File: config.mk
export PLATFORM = sky130hd
export DESIGN_NAME = ride_stats_accumulator
export DESIGN_NICKNAME = d
export VERILOG_FILES = /design/src/hdl/rsa_pkg.sv /design/src/hdl/rsa_window.sv /design/src/hdl/rsa_fourth.sv /design/src/hdl/ride_stats_accumulator.sv
export VERILOG_INCLUDE_DIRS = /design/src /design/src/hdl
export SDC_FILE = /design/constraint.sdc
export NUM_CORES = 2
export LEC_CHECK = 0
export ABC_AREA = 1
export BUFFER_PORTS_ARGS = -buffer_cell sky130_fd_sc_hd__buf_2
export CORE_MARGIN = 1.5
export CORE_UTILIZATION = 65
export CTS_BUF_LIST = sky130_fd_sc_hd__clkbuf_16
export CTS_CLUSTER_DIAMETER = 150
export CTS_CLUSTER_SIZE = 12
export DETAILED_ROUTE_END_ITERATION = 10
export PLACE_DENSITY = 0.92
export REMOVE_ABC_BUFFERS = 1
export SLEW_MARGIN = 20
export SYNTH_ARGS = -nofsm -noshare
export SYNTH_HDL_FRONTEND = slang
export SYNTH_SLANG_ARGS = --single-unit
export TNS_END_PERCENT = 5
File: constraint.sdc
create_clock -name i_clk -period 28.1 [get_ports i_clk]
set_input_delay 2.81 -clock i_clk [delete_from_list [all_inputs] [get_ports i_clk]]
set_output_delay 2.81 -clock i_clk [all_outputs]
set_load 0.02 [all_outputs]
File: src/hdl/ride_stats_accumulator_macros.svh
// Assertion helpers shared by the ride statistics RTL.
`ifndef RIDE_STATS_ACCUMULATOR_MACROS_SVH
`define RIDE_STATS_ACCUMULATOR_MACROS_SVH

`ifndef SYNTHESIS
// same-cycle implication
`define RSA_ASSERT_IMPLIES(lbl, clk, rst_n, ante, cons) \
    lbl: assert property (@(posedge clk) disable iff (!(rst_n)) (ante) |-> (cons)) \
        else $error("assertion failed: ante -> cons");
// next-cycle implication
`define RSA_ASSERT_NEXT(lbl, clk, rst_n, ante, cons) \
    lbl: assert property (@(posedge clk) disable iff (!(rst_n)) (ante) |=> (cons)) \
        else $error("assertion failed: ante => cons");
`else
`define RSA_ASSERT_IMPLIES(lbl, clk, rst_n, ante, cons)
`define RSA_ASSERT_NEXT(lbl, clk, rst_n, ante, cons)
`endif

`endif

File: src/hdl/rsa_pkg.sv
package rsa_pkg;

    // rolling window for normalized power
    localparam int WINDOW_LEN = 30;
    localparam int HALF_LEN   = WINDOW_LEN / 2;
    localparam int IDX_W      = (WINDOW_LEN > 1) ? $clog2(WINDOW_LEN) : 1;
    localparam int FILL_W     = $clog2(WINDOW_LEN + 1);
    localparam int POWER_W    = 12;
    localparam int POWER_MAX  = (1 << POWER_W) - 1;
    // window sum plus rounding offset
    localparam int TOT_W      = $clog2(WINDOW_LEN * POWER_MAX + HALF_LEN + 1);
    // serial divider remainder
    localparam int REM_W      = $clog2(WINDOW_LEN);
    // average and its square
    localparam int AVG_W      = POWER_W;
    localparam int SQ_W       = 2 * AVG_W;
    localparam int TERM_W     = 2 * SQ_W;
    localparam int CNT_W      = $clog2(SQ_W + 1);

    // field widths
    localparam int SPEED_W    = 11;
    localparam int HYST_W     = 10;
    localparam int HR_W       = 8;
    localparam int ELEV_W     = 18;
    localparam int CFG_DATA_W = 11;

    // configuration register indexes
    localparam logic CFG_MOVE_THR   = 1'b0;
    localparam logic CFG_CLIMB_HYST = 1'b1;

    localparam logic [HR_W-1:0] HR_ABSENT = 8'hFF;

    // status from the fourth-power engine
    typedef struct packed {
        logic busy;
        logic done;
    } t_eng_status;

endpackage

File: src/hdl/rsa_window.sv
module rsa_window (
    input  logic                            i_clk,
    input  logic                            i_rst_n,
    input  logic                            i_push,
    input  logic                            i_clear,
    input  logic [rsa_pkg::POWER_W-1:0]     i_power,
    output logic [rsa_pkg::TOT_W-1:0]       o_total,
    output logic                            o_full
);

    logic [rsa_pkg::POWER_W-1:0] r_store [rsa_pkg::WINDOW_LEN];
    logic [rsa_pkg::IDX_W-1:0]   r_head, n_head;
    logic [rsa_pkg::FILL_W-1:0]  r_fill, n_fill;
    logic [rsa_pkg::TOT_W-1:0]   r_total, n_total;
    logic [rsa_pkg::POWER_W-1:0] w_old;
    logic                        w_full;

    assign w_full = (r_fill == rsa_pkg::FILL_W'(rsa_pkg::WINDOW_LEN));
    assign w_old  = w_full ? r_store[r_head] : '0;

    // ring pointer, fill count and running sum
    always_comb begin
        n_head  = r_head;
        n_fill  = r_fill;
        n_total = r_total;
        if (i_clear) begin
            n_head  = '0;
            n_fill  = '0;
            n_total = '0;
        end else if (i_push) begin
            n_total = r_total - rsa_pkg::TOT_W'(w_old) + rsa_pkg::TOT_W'(i_power);
            n_head  = (r_head == rsa_pkg::IDX_W'(rsa_pkg::WINDOW_LEN - 1)) ? '0
                                                                          : r_head + 1'b1;
            if (!w_full) begin
                n_fill = r_fill + 1'b1;
            end
        end
    end

    always_ff @(posedge i_clk) begin
        if (!i_rst_n) begin
            r_head  <= '0;
            r_fill  <= '0;
            r_total <= '0;
        end else begin
            r_head  <= n_head;
            r_fill  <= n_fill;
            r_total <= n_total;
        end
    end

    // sample store, no reset: read only once written
    always_ff @(posedge i_clk) begin
        if (i_push && !i_clear) begin
            r_store[r_head] <= i_power;
        end
    end

    assign o_total = r_total;
    assign o_full  = w_full;

`include "ride_stats_accumulator_macros.svh"
    `RSA_ASSERT_IMPLIES(a_fill_max, i_clk, i_rst_n, 1'b1, r_fill <= rsa_pkg::FILL_W'(rsa_pkg::WINDOW_LEN))
    `RSA_ASSERT_IMPLIES(a_head_range, i_clk, i_rst_n, 1'b1, r_head <= rsa_pkg::IDX_W'(rsa_pkg::WINDOW_LEN - 1))
    `RSA_ASSERT_IMPLIES(a_sum_bound, i_clk, i_rst_n, r_fill == '0, r_total == '0)

endmodule

File: src/hdl/rsa_fourth.sv
module rsa_fourth (
    input  logic                            i_clk,
    input  logic                            i_rst_n,
    input  logic                            i_start,
    input  logic [rsa_pkg::TOT_W-1:0]       i_total,
    output rsa_pkg::t_eng_status            o_status,
    output logic [rsa_pkg::TERM_W-1:0]      o_term
);

    localparam logic [1:0] S_IDLE = 2'd0;
    localparam logic [1:0] S_DIV  = 2'd1;
    localparam logic [1:0] S_SQ1  = 2'd2;
    localparam logic [1:0] S_SQ2  = 2'd3;

    logic [1:0]                   r_state, n_state;
    logic [rsa_pkg::CNT_W-1:0]    r_cnt, n_cnt;
    logic [rsa_pkg::TOT_W-1:0]    r_dvd, n_dvd;
    logic [rsa_pkg::REM_W-1:0]    r_rem, n_rem;
    logic [rsa_pkg::SQ_W-1:0]     r_mcand, n_mcand;
    logic [rsa_pkg::SQ_W-1:0]     r_mplier, n_mplier;
    logic [rsa_pkg::TERM_W-1:0]   r_prod, n_prod;

    logic [rsa_pkg::REM_W:0]      w_rem_sh;
    logic                         w_qbit;
    logic [rsa_pkg::REM_W:0]      w_rem_sub;
    logic [rsa_pkg::TOT_W-1:0]    w_quot;
    logic [rsa_pkg::SQ_W:0]       w_sum;
    logic [rsa_pkg::TERM_W-1:0]   w_prod;
    logic                         w_last;
    logic                         w_done;

    // restoring divide by the window length, one quotient bit a cycle
    assign w_rem_sh  = {r_rem, r_dvd[rsa_pkg::TOT_W-1]};
    assign w_qbit    = (w_rem_sh >= (rsa_pkg::REM_W+1)'(rsa_pkg::WINDOW_LEN));
    assign w_rem_sub = w_rem_sh - (rsa_pkg::REM_W+1)'(rsa_pkg::WINDOW_LEN);
    assign w_quot    = {r_dvd[rsa_pkg::TOT_W-2:0], w_qbit};

    // shift-add multiply, one multiplier bit a cycle
    assign w_sum  = {1'b0, r_prod[rsa_pkg::TERM_W-1:rsa_pkg::SQ_W]}
                  + {1'b0, (r_mplier[0] ? r_mcand : {rsa_pkg::SQ_W{1'b0}})};
    assign w_prod = {w_sum, r_prod[rsa_pkg::SQ_W-1:1]};

    assign w_last = (r_cnt == rsa_pkg::CNT_W'(1));

    always_comb begin
        n_state  = r_state;
        n_cnt    = r_cnt;
        n_dvd    = r_dvd;
        n_rem    = r_rem;
        n_mcand  = r_mcand;
        n_mplier = r_mplier;
        n_prod   = r_prod;
        w_done   = 1'b0;
        unique case (r_state)
            S_IDLE: begin
                if (i_start) begin
                    n_dvd   = i_total + rsa_pkg::TOT_W'(rsa_pkg::HALF_LEN);
                    n_rem   = '0;
                    n_cnt   = rsa_pkg::CNT_W'(rsa_pkg::TOT_W);
                    n_state = S_DIV;
                end
            end
            S_DIV: begin
                n_dvd = w_quot;
                n_rem = w_qbit ? w_rem_sub[rsa_pkg::REM_W-1:0] : w_rem_sh[rsa_pkg::REM_W-1:0];
                n_cnt = r_cnt - 1'b1;
                if (w_last) begin
                    n_mcand  = rsa_pkg::SQ_W'(w_quot[rsa_pkg::AVG_W-1:0]);
                    n_mplier = rsa_pkg::SQ_W'(w_quot[rsa_pkg::AVG_W-1:0]);
                    n_prod   = '0;
                    n_cnt    = rsa_pkg::CNT_W'(rsa_pkg::SQ_W);
                    n_state  = S_SQ1;
                end
            end
            S_SQ1: begin
                n_prod   = w_prod;
                n_mplier = r_mplier >> 1;
                n_cnt    = r_cnt - 1'b1;
                if (w_last) begin
                    n_mcand  = w_prod[rsa_pkg::SQ_W-1:0];
                    n_mplier = w_prod[rsa_pkg::SQ_W-1:0];
                    n_prod   = '0;
                    n_cnt    = rsa_pkg::CNT_W'(rsa_pkg::SQ_W);
                    n_state  = S_SQ2;
                end
            end
            S_SQ2: begin
                n_prod   = w_prod;
                n_mplier = r_mplier >> 1;
                n_cnt    = r_cnt - 1'b1;
                if (w_last) begin
                    w_done  = 1'b1;
                    n_state = S_IDLE;
                end
            end
            default: begin
                n_state = S_IDLE;
            end
        endcase
    end

    always_ff @(posedge i_clk) begin
        if (!i_rst_n) begin
            r_state <= S_IDLE;
            r_cnt   <= '0;
        end else begin
            r_state <= n_state;
            r_cnt   <= n_cnt;
        end
    end

    // datapath, no reset
    always_ff @(posedge i_clk) begin
        r_dvd    <= n_dvd;
        r_rem    <= n_rem;
        r_mcand  <= n_mcand;
        r_mplier <= n_mplier;
        r_prod   <= n_prod;
    end

    assign o_status.busy = (r_state != S_IDLE);
    assign o_status.done = w_done;
    assign o_term        = w_prod;

`include "ride_stats_accumulator_macros.svh"
    `RSA_ASSERT_NEXT(a_done_idle, i_clk, i_rst_n, w_done, r_state == S_IDLE)
    `RSA_ASSERT_IMPLIES(a_done_in_sq2, i_clk, i_rst_n, w_done, r_state == S_SQ2)
    `RSA_ASSERT_IMPLIES(a_cnt_live, i_clk, i_rst_n, r_state != S_IDLE, r_cnt != '0)

endmodule

File: src/hdl/ride_stats_accumulator.sv
// Channel   | Handshake                    | Payload
// ----------+------------------------------+------------------------------------------
// sample in | i_in_valid / o_in_stall      | mode, speed, power, heart rate, elevation
// result    | o_out_valid / i_out_stall    | eight ride statistics
// config    | i_cfg_we                     | i_cfg_idx, i_cfg_data
//
// One request at a time: a clear or a request without power reaches the result register
// after the busy register, a power request after the busy and kick registers; with the
// window full it also waits for the bit-serial divider and the two bit-serial squarings.
// Synchronous active-low reset; no clearing pass is needed.
// A new request is taken while a result waits in the output register; the next
// result leaves only after that one is taken.
module ride_stats_accumulator (
    input  logic                                i_clk,
    input  logic                                i_rst_n,
    // configuration
    input  logic                                i_cfg_we,
    input  logic                                i_cfg_idx,
    input  logic [rsa_pkg::CFG_DATA_W-1:0]      i_cfg_data,
    // input channel
    input  logic                                i_in_valid,
    output logic                                o_in_stall,
    input  logic                                i_mode,
    input  logic [rsa_pkg::SPEED_W-1:0]         i_speed,
    input  logic                                i_power_valid,
    input  logic [rsa_pkg::POWER_W-1:0]         i_power_w,
    input  logic [rsa_pkg::HR_W-1:0]            i_heart_rate,
    input  logic                                i_elevation_valid,
    input  logic signed [rsa_pkg::ELEV_W-1:0]   i_elevation_dm,
    // output channel
    output logic                                o_out_valid,
    input  logic                                i_out_stall,
    output logic [31:0]                         o_moving_seconds,
    output logic [43:0]                         o_power_total,
    output logic [31:0]                         o_power_samples,
    output logic [63:0]                         o_np_fourth_sum,
    output logic [31:0]                         o_np_samples,
    output logic [39:0]                         o_heart_total,
    output logic [31:0]                         o_heart_samples,
    output logic [31:0]                         o_climbed_dm
);

    logic [rsa_pkg::SPEED_W-1:0]  r_move_thr;
    logic [rsa_pkg::HYST_W-1:0]   r_hyst;

    logic [31:0] r_moving;
    logic [43:0] r_pwr_sum;
    logic [31:0] r_pwr_cnt;
    logic [63:0] r_fourth;
    logic [31:0] r_fourth_cnt;
    logic [39:0] r_hr_sum;
    logic [31:0] r_hr_cnt;
    logic [31:0] r_climb;
    logic signed [rsa_pkg::ELEV_W-1:0] r_base;
    logic        r_base_valid;

    logic r_busy;
    logic r_kick;
    logic r_out_valid;

    logic w_acc, w_tick, w_clear, w_push, w_start, w_publish, w_slot_free;
    logic [rsa_pkg::TOT_W-1:0]  w_total;
    logic                       w_full;
    rsa_pkg::t_eng_status       w_eng;
    logic [rsa_pkg::TERM_W-1:0] w_term;

    assign w_acc   = i_in_valid && !o_in_stall;
    assign w_tick  = w_acc && !i_mode;
    assign w_clear = w_acc && i_mode;
    assign w_push  = w_tick && i_power_valid;
    assign o_in_stall = r_busy;

    // configuration registers
    always_ff @(posedge i_clk) begin
        if (!i_rst_n) begin
            r_move_thr <= rsa_pkg::SPEED_W'(30);
            r_hyst     <= rsa_pkg::HYST_W'(30);
        end else if (i_cfg_we) begin
            unique case (i_cfg_idx)
                rsa_pkg::CFG_MOVE_THR:   r_move_thr <= i_cfg_data[rsa_pkg::SPEED_W-1:0];
                rsa_pkg::CFG_CLIMB_HYST: r_hyst     <= i_cfg_data[rsa_pkg::HYST_W-1:0];
                default: ;
            endcase
        end
    end

    rsa_window u_window (
        .i_clk   (i_clk),
        .i_rst_n (i_rst_n),
        .i_push  (w_push),
        .i_clear (w_clear),
        .i_power (i_power_w),
        .o_total (w_total),
        .o_full  (w_full)
    );

    assign w_start = r_kick && w_full;

    rsa_fourth u_fourth (
        .i_clk    (i_clk),
        .i_rst_n  (i_rst_n),
        .i_start  (w_start),
        .i_total  (w_total),
        .o_status (w_eng),
        .o_term   (w_term)
    );

    // saturating sums
    logic [32:0] w_mov_inc, w_pcnt_inc, w_fcnt_inc, w_hcnt_inc, w_climb_add;
    logic [44:0] w_psum_add;
    logic [40:0] w_hsum_add;
    logic [64:0] w_fourth_add;

    assign w_mov_inc    = {1'b0, r_moving} + 33'd1;
    assign w_pcnt_inc   = {1'b0, r_pwr_cnt} + 33'd1;
    assign w_fcnt_inc   = {1'b0, r_fourth_cnt} + 33'd1;
    assign w_hcnt_inc   = {1'b0, r_hr_cnt} + 33'd1;
    assign w_psum_add   = {1'b0, r_pwr_sum} + 45'(i_power_w);
    assign w_hsum_add   = {1'b0, r_hr_sum} + 41'(i_heart_rate);
    assign w_fourth_add = {1'b0, r_fourth} + 65'(w_term);

    // climb with hysteresis band
    logic signed [rsa_pkg::ELEV_W+1:0] w_elev, w_base, w_band, w_diff;
    logic w_up, w_down;

    assign w_elev = (rsa_pkg::ELEV_W+2)'(i_elevation_dm);
    assign w_base = (rsa_pkg::ELEV_W+2)'(r_base);
    assign w_band = $signed({{(rsa_pkg::ELEV_W+2-rsa_pkg::HYST_W){1'b0}}, r_hyst});
    assign w_diff = w_elev - w_base;
    assign w_up   = w_elev > (w_base + w_band);
    assign w_down = w_elev < (w_base - w_band);
    assign w_climb_add = {1'b0, r_climb} + 33'(w_diff[rsa_pkg::ELEV_W:0]);

    // statistics
    always_ff @(posedge i_clk) begin
        if (!i_rst_n || w_clear) begin
            r_moving     <= '0;
            r_pwr_sum    <= '0;
            r_pwr_cnt    <= '0;
            r_fourth     <= '0;
            r_fourth_cnt <= '0;
            r_hr_sum     <= '0;
            r_hr_cnt     <= '0;
            r_climb      <= '0;
            r_base       <= '0;
            r_base_valid <= 1'b0;
        end else begin
            if (w_tick && (i_speed > r_move_thr)) begin
                r_moving <= w_mov_inc[32] ? '1 : w_mov_inc[31:0];
            end
            if (w_push) begin
                r_pwr_sum <= w_psum_add[44] ? '1 : w_psum_add[43:0];
                r_pwr_cnt <= w_pcnt_inc[32] ? '1 : w_pcnt_inc[31:0];
            end
            if (w_tick && (i_heart_rate != rsa_pkg::HR_ABSENT)) begin
                r_hr_sum <= w_hsum_add[40] ? '1 : w_hsum_add[39:0];
                r_hr_cnt <= w_hcnt_inc[32] ? '1 : w_hcnt_inc[31:0];
            end
            if (w_eng.done) begin
                r_fourth     <= w_fourth_add[64] ? '1 : w_fourth_add[63:0];
                r_fourth_cnt <= w_fcnt_inc[32] ? '1 : w_fcnt_inc[31:0];
            end
            if (w_tick && i_elevation_valid) begin
                if (!r_base_valid) begin
                    r_base       <= i_elevation_dm;
                    r_base_valid <= 1'b1;
                end else if (w_up) begin
                    r_climb <= w_climb_add[32] ? '1 : w_climb_add[31:0];
                    r_base  <= i_elevation_dm;
                end else if (w_down) begin
                    r_base  <= i_elevation_dm;
                end
            end
        end
    end

    // request control and result register
    assign w_slot_free = !r_out_valid || !i_out_stall;
    assign w_publish   = r_busy && !r_kick && !w_eng.busy && w_slot_free;

    always_ff @(posedge i_clk) begin
        if (!i_rst_n) begin
            r_busy      <= 1'b0;
            r_kick      <= 1'b0;
            r_out_valid <= 1'b0;
        end else begin
            r_kick <= w_push;
            if (w_acc) begin
                r_busy <= 1'b1;
            end else if (w_publish) begin
                r_busy <= 1'b0;
            end
            if (w_publish) begin
                r_out_valid <= 1'b1;
            end else if (!i_out_stall) begin
                r_out_valid <= 1'b0;
            end
        end
    end

    always_ff @(posedge i_clk) begin
        if (w_publish) begin
            o_moving_seconds <= r_moving;
            o_power_total    <= r_pwr_sum;
            o_power_samples  <= r_pwr_cnt;
            o_np_fourth_sum  <= r_fourth;
            o_np_samples     <= r_fourth_cnt;
            o_heart_total    <= r_hr_sum;
            o_heart_samples  <= r_hr_cnt;
            o_climbed_dm     <= r_climb;
        end
    end

    assign o_out_valid = r_out_valid;

`include "ride_stats_accumulator_macros.svh"
    `RSA_ASSERT_NEXT(a_acc_busy, i_clk, i_rst_n, w_acc, r_busy)
    `RSA_ASSERT_IMPLIES(a_start_idle, i_clk, i_rst_n, w_start, !w_eng.busy)
    `RSA_ASSERT_IMPLIES(a_done_busy, i_clk, i_rst_n, w_eng.done, r_busy && !w_publish)
    `RSA_ASSERT_NEXT(a_pub_valid, i_clk, i_rst_n, w_publish, o_out_valid && !r_busy)

endmodule
# == After elaboration in Yosys (flattened, before gate mapping) ==
# Memory sizes are Yosys's and may differ from the RTL's. A register that Yosys moved wholly into a read port is not among the register bits.
# Cells that the tools add are included.
# Widths: inputs -> output; s select.
# totals
mem_bits_rw,360
elab_cells,157
mem_count,1
regBits,811
input_bits,69
# mem_list
memory,depth,word_bits,rd,rd_ports_with_merged_regs,write_ports,line_no,text
u_window.r_store,30,12,1,1,1,rsa_window.sv:11,logic [rsa_pkg::POWER_W-1:0] r_store [rsa_pkg::WINDOW_LEN];
# op_classes
n_reduce_logical,39
muxes,45
addsub,19
n_eq_ne,13
bitwise,3
magnitude_cmp,4
# ops
operator,n
$mux 32,5
$pmux 48 s3,1
$add 32x1->33 const B,4
$mux 24,4
$mux 48,2
$pmux 24 s3,1
$add 64x48->65,1
$mux 64,1
$mux 18,3
$pmux 24 s2,1
$add 44x12->45,1
$mux 44,1
$add 40x8->41,1
$mux 40,1
$mux 5,7
$pmux 17 s2,1
$add 32x19->33,1
$add 24x24->25,1
$add 18x11->19,1
$gt 18x19->1,1
$lt 18x19->1,1
$sub 18x11->19,1
$sub 18x18->19,1
$add 17x12->17,1
32 further kinds,80

# == Logic depth before layout (Yosys ltp) ==
# depth
word_depth,7
ltp_mapped,30
mapped_depth_nobuf,29

# == Modules after synthesis ==
# A second synthesis with hierarchy kept.
# unflattened
hier_cells,7501
hier_area_um2,62167.1
# modules_own_cells
module,seq_area_each_um2,instances,area_per_inst_um2,cells_per_inst
ride_stats_accumulator,16275.6,1,37113.1,4873
rsa_window,11451.0,1,17342.9,1652
rsa_fourth,3653.5,1,7711.1,976

# == Least setup slack after synthesis ==
# No wires, ideal clock.
# synth_timing
path_type,input-to-reg
startpoint,input i_out_stall
endpoint,register o_climbed_dm[0] (enable)
required_ns,27.015
cell_stages,1
path_buffers,0
setup_ns,1.085
path_slack_ns,9.404
t_arrival_ns,17.611
path_cell_list,a21oi_1
# synth_between
elab_chain_cells,3
# synth_lines
element,line_no,text
"start, declared",ride_stats_accumulator.sv:32,"input logic i_out_stall,"
$logic_not 1->1,--,
$logic_or 1x1->1,ride_stats_accumulator.sv:178,assign w_slot_free = !r_out_valid || !i_out_stall;
$logic_and 1x1->1,ride_stats_accumulator.sv:179,assign w_publish = r_busy && !r_kick && !w_eng.busy && w_slot_free;
"end signal, assigned",ride_stats_accumulator.sv:210,o_climbed_dm <= r_climb;
"end, declared",ride_stats_accumulator.sv:40,output logic [31:0] o_climbed_dm
# Every way passes these cells.
# A chain may end at the register's enable or synchronous reset.

# == Worst setup path after layout ==
# layout_timing
startpoint,input i_elevation_dm[0] in the netlist's numbering
endpoint,register r_climb[13]
# layout_between
elab_chain_cells,3
word_cells_on_any_way,5
cone_classes,add/sub: 2; order compare: 1; mux: 1; reduce/logical: 1
# layout_lines
element,line_no,text
"start, declared",ride_stats_accumulator.sv:29,"input logic signed [rsa_pkg::ELEV_W-1:0] i_elevation_dm,"
$sub 18x18->19,ride_stats_accumulator.sv:129,assign w_diff = w_elev - w_base;
$add 32x19->33,ride_stats_accumulator.sv:132,"assign w_climb_add = {1'b0, r_climb} + 33'(w_diff[rsa_pkg::ELEV_W:0]);"
$mux 32,ride_stats_accumulator.sv:168,r_climb <= w_climb_add[32] ? '1 : w_climb_add[31:0];
"end signal, assigned",ride_stats_accumulator.sv:168,
"end, declared",ride_stats_accumulator.sv:53,logic [31:0] r_climb;
# Several ways; a longest one is shown, not always the timed one.

==> results.cfg <==
[run_status]
run_status = finished, violations left
violations = design-rule violations

[synthesis]
main_combinational_cell_family_by_area_after_synthesis = simple AND/OR/NAND/NOR gates
adder_cell_share_of_the_synthesized_area_pct = 5.56
synth_edf_count = 785
yosys.cell_count.top_type = sky130_fd_sc_hd__nand2_1
synth_compound_gate_area_share_pct = 11.5
synthXorXnorAreaFrac_pct = 3.83
synth_seq_area_share_pct = 52.0
cell_taking_the_most_area_after_synthesis = sky130_fd_sc_hd__edfxtp_1
synthesized_area_um2 = 60300
number_of_distinct_library_cells_after_synthesis = 66
dominantRegCellSynth = sky130_fd_sc_hd__edfxtp_1
synth.cells.most_frequent = sky130_fd_sc_hd__nand2_1 (1,403), sky130_fd_sc_hd__inv_1 (828), sky130_fd_sc_hd__nor2_1 (792)
syn_area_per_cell_um2 = 8.78
yosys_warnings = 0
netlist_top_cells_area = sky130_fd_sc_hd__edfxtp_1 (39%), sky130_fd_sc_hd__dfxtp_1 (13%), sky130_fd_sc_hd__nand2_1 (8.7%), sky130_fd_sc_hd__inv_1 (5.2%), sky130_fd_sc_hd__nor2_1 (4.9%)
synthSimpleGateAreaFrac_pct = 20.3
synth_cells = 6873
post_synthesis_mux_area_share_pct = 0
yosys_register_bits = 1175
synth-async-reset-ratio_pct = 0
synth_top_area_share_pct = 39.1

[clocking]
cts_tree = done
cts_buffer_depth = 3
cts_hold_repair.buffers = 0
clkSlewWorstSetupHoldPaths_ns = 0.06
cts.repair.resized = 0
cts_htree_levels = 3
postCtsSetupRepairBufs = 0
worstSkewPairLatency_ns = 0.73
tritoncts.num_buffers = 107
cts.sinks = 1175
cts_root_buf = sky130_fd_sc_hd__clkbuf_16

[die]
top_level_ports = 379
fp.dieArea_um2 = 94700
starting_utilization_of_the_core_area_pct = 65.7
dieHeight_um = 308
core-area_um2 = 91800
floorplan.rows = 111
dieWidth_um = 308

[timing]
timing_worst_slew_pin_value_ns = 1.16
hold-worst-slack_ns = 0.440
setup_tns_ns = 0
period_minus_slack_ns = 6.35
setup_violations = 0
fin_worst_skew_ns = 0.0351
maxClockFrequency_mhz = 157
min_period_over_period_pct = 22.6
number_of_failing_hold_endpoints_at_the_final_stage = 0
slew_headroom_pct = 22.4
rsz0062_at_grt = no
timing.final.max_slew_violations = 0

[route]
antenna_violating_nets_post_route = 0
drt_iter0_drc = 6027
number_of_optimization_iterations_in_the_first_detailed_route_pass = 11
drcViolationCount = 1
post_drt_via_cell_ratio = 5.95
route.vias.total = 50759
wirelength_um = 169000
wire_per_inst_um = 19.8

[grt]
globalRouteMet1Util_pct = 43.8
global_route.usage.met3_pct = 5.74
globalRouteTotalUtil_pct = 34.7
grt_pass1_vias = 48369
grt_first_pass_wirelength_um = 261000
number_of_antenna_violations_at_the_first_check_in_global_routing = 9
grt_overflow = 0
met2_capacity_usage_during_global_routing_pct = 57.7
grt_max_degree = 170
gr-max-usage-layer = met2

[place]
place.detailed.instances = 8327
placement.cell_area_um2 = 63200
globalplace.congestion = 0.997
port_buffers = 378
dp.final_hpwl_um = 116000

[pwr]
p_switching_uw = 1430
clock_power_share_pct = 30.3
p_per_area_nw_per_um2 = 66.8
switching_share_pct = 32.3
power_frac_comb_pct = 22.4
power.ir.vdd_worst_v = 0.0000663
power.internal_uw = 3000
p_leak_uw = 0.0280
sequential_share_of_power_pct = 47.3

[cells_and_area]
synthToLayoutAreaGrowth_pct = 10.1
fill_cells = 6521
fin_util_pct = 72.4
design.final.nets = 7519
drive_above_1_share_pct = 9.43
final_cell_count_no_fill = 8535
postLayoutCellArea_um2 = 66500

[worst_setup_path]
cp.arrival_ns = 6.99
startpoint_type_of_the_worst_setup_path = primary input
crit_required_ns = 28.73
end_kind = flop
timing.critical_path.fanout_max = 26
critical_path_class = in -> reg

[run]
max-cap-violations = 0

[hold_path]
hp-class = reg -> reg
registers in the layout (all words and copies together) (netlist names), 24 cells and up, named ones only:
| register | flops |
|---|---|
| o_moving_seconds | 32 |
| o_np_samples | 32 |
| r_hr_cnt | 32 |
| r_fourth_cnt | 32 |
| u_window.r_store | 360 |
| u_fourth.r_mcand | 24 |
| o_climbed_dm | 32 |
| r_moving | 32 |
| r_fourth | 64 |
| o_heart_samples | 32 |
| o_power_samples | 32 |
| o_heart_total | 40 |
| r_pwr_sum | 44 |
| r_climb | 32 |
| u_fourth.r_prod | 47 |
| o_power_total | 44 |
| r_pwr_cnt | 32 |
| o_np_fourth_sum | 64 |
| u_fourth.r_mplier | 24 |
| r_hr_sum | 40 |
worst paths after layout:
path / startpoint / end / slack [ns] / depth (start not counted)
worst max register to register: flop / u_window.o_total[16] / 22.03 / 22
worst min register to register: r_fourth[62] / o_np_fourth_sum[62] / 0.44 / 0
worst max-delay path: i_elevation_dm[0] / r_climb[13] / 21.75 / 23
worst min-delay path: r_fourth[62] / o_np_fourth_sum[62] / 0.44 / 0
logic make-up after synthesis:
group,count (synthesis)
flip-flops,1175
AO/OA/AOI/OAI,1247
adder cells (fa/ha/maj),256
AND/OR/NAND/NOR,2877
buffers and inverters,1054
XOR/XNOR,264
routing by layer:
layer / wire (um) / vias up
met1: 63700 / 23482
met4: 9350 / 2
met5: 8 / -
met3: 15600 / 610
met2: 80300 / 2939
li1: - / 23726
final cells by class:
class                   instances  area (um2)  area share (%)
repair buffers                414        2190            3.30
well taps                    1243        1560            2.34
clock inverters                92         433           0.651
clock buffers                 108        2700            4.07
inverters                     852        3200            4.82
flip-flops and latches       1175       31400            47.2
multi-input cells            4644       25000            37.6
diodes                          7        17.5          0.0264
cell usage in the layout (no fill, tap or decap), drive strengths merged, types with 4 or more instances in the layout:
| cell type | instances |
|---|---|
| o22ai | 38 |
| o221ai | 63 |
| buf | 414 |
| nor3 | 130 |
| diode | 7 |
| dfxtp | 390 |
| nand3b | 22 |
| a21oi | 487 |
| nor4 | 14 |
| o21a | 7 |
| edfxtp | 785 |
| a21o | 15 |
| nand4 | 100 |
| clkbuf | 108 |
| xnor2 | 84 |
| nor2 | 819 |
| nor3b | 4 |
| a31oi | 26 |
| nand3 | 327 |
| inv | 934 |
| ha | 236 |
| fa | 20 |
| a211oi | 6 |
| or2 | 15 |
| o21ai | 534 |
| a32o | 4 |
| and2 | 6 |
| o31ai | 7 |
| and3 | 6 |
| clkinv | 10 |
| a21boi | 4 |
| o21bai | 29 |
| nand2 | 1433 |
| xor2 | 180 |
| o211ai | 19 |
per-stage QoR:
step,setup WS [ns],total power (uW)
floorplan,9.40,2840
global placement,21.19,3070
detailed placement,21.11,3100
CTS,21.83,4430
global route,21.32,4610
finish,21.75,4440
critical path: stages:
cell and delay [ns]:
sky130_fd_sc_hd__buf_2 0.09, sky130_fd_sc_hd__inv_1 0.13, sky130_fd_sc_hd__ha_1 0.19, sky130_fd_sc_hd__inv_1 0.09, sky130_fd_sc_hd__fa_1 0.41, sky130_fd_sc_hd__nand3_1 0.09
sky130_fd_sc_hd__nand2_1 0.09, sky130_fd_sc_hd__a21oi_1 0.20, sky130_fd_sc_hd__o21ai_0 0.22, sky130_fd_sc_hd__a21boi_0 0.39, sky130_fd_sc_hd__o21ai_0 0.16, sky130_fd_sc_hd__xor2_1 0.18
sky130_fd_sc_hd__ha_1 0.37, sky130_fd_sc_hd__nand2_1 0.14, sky130_fd_sc_hd__nor2_1 0.26, sky130_fd_sc_hd__nand2_1 0.09, sky130_fd_sc_hd__nor2_1 0.10, sky130_fd_sc_hd__nand2_1 0.07
sky130_fd_sc_hd__nand3_1 0.14, sky130_fd_sc_hd__nand2_1 0.08, sky130_fd_sc_hd__nand2_2 0.45, sky130_fd_sc_hd__nor2_1 0.11, sky130_fd_sc_hd__nor2_1 0.10
power groups by stage:
stage          combinational (uW)  clock (uW)  sequential [uW]
6_report                      994        1340             2100
5_1_grt                      1090        1410             2110
4_1_cts                       982        1350             2100
3_5_place_dp                  972           0             2130
3_3_place_gp                  946           0             2130
2_1_floorplan                 589           0             2260
(Power assumes the default switching activity.)
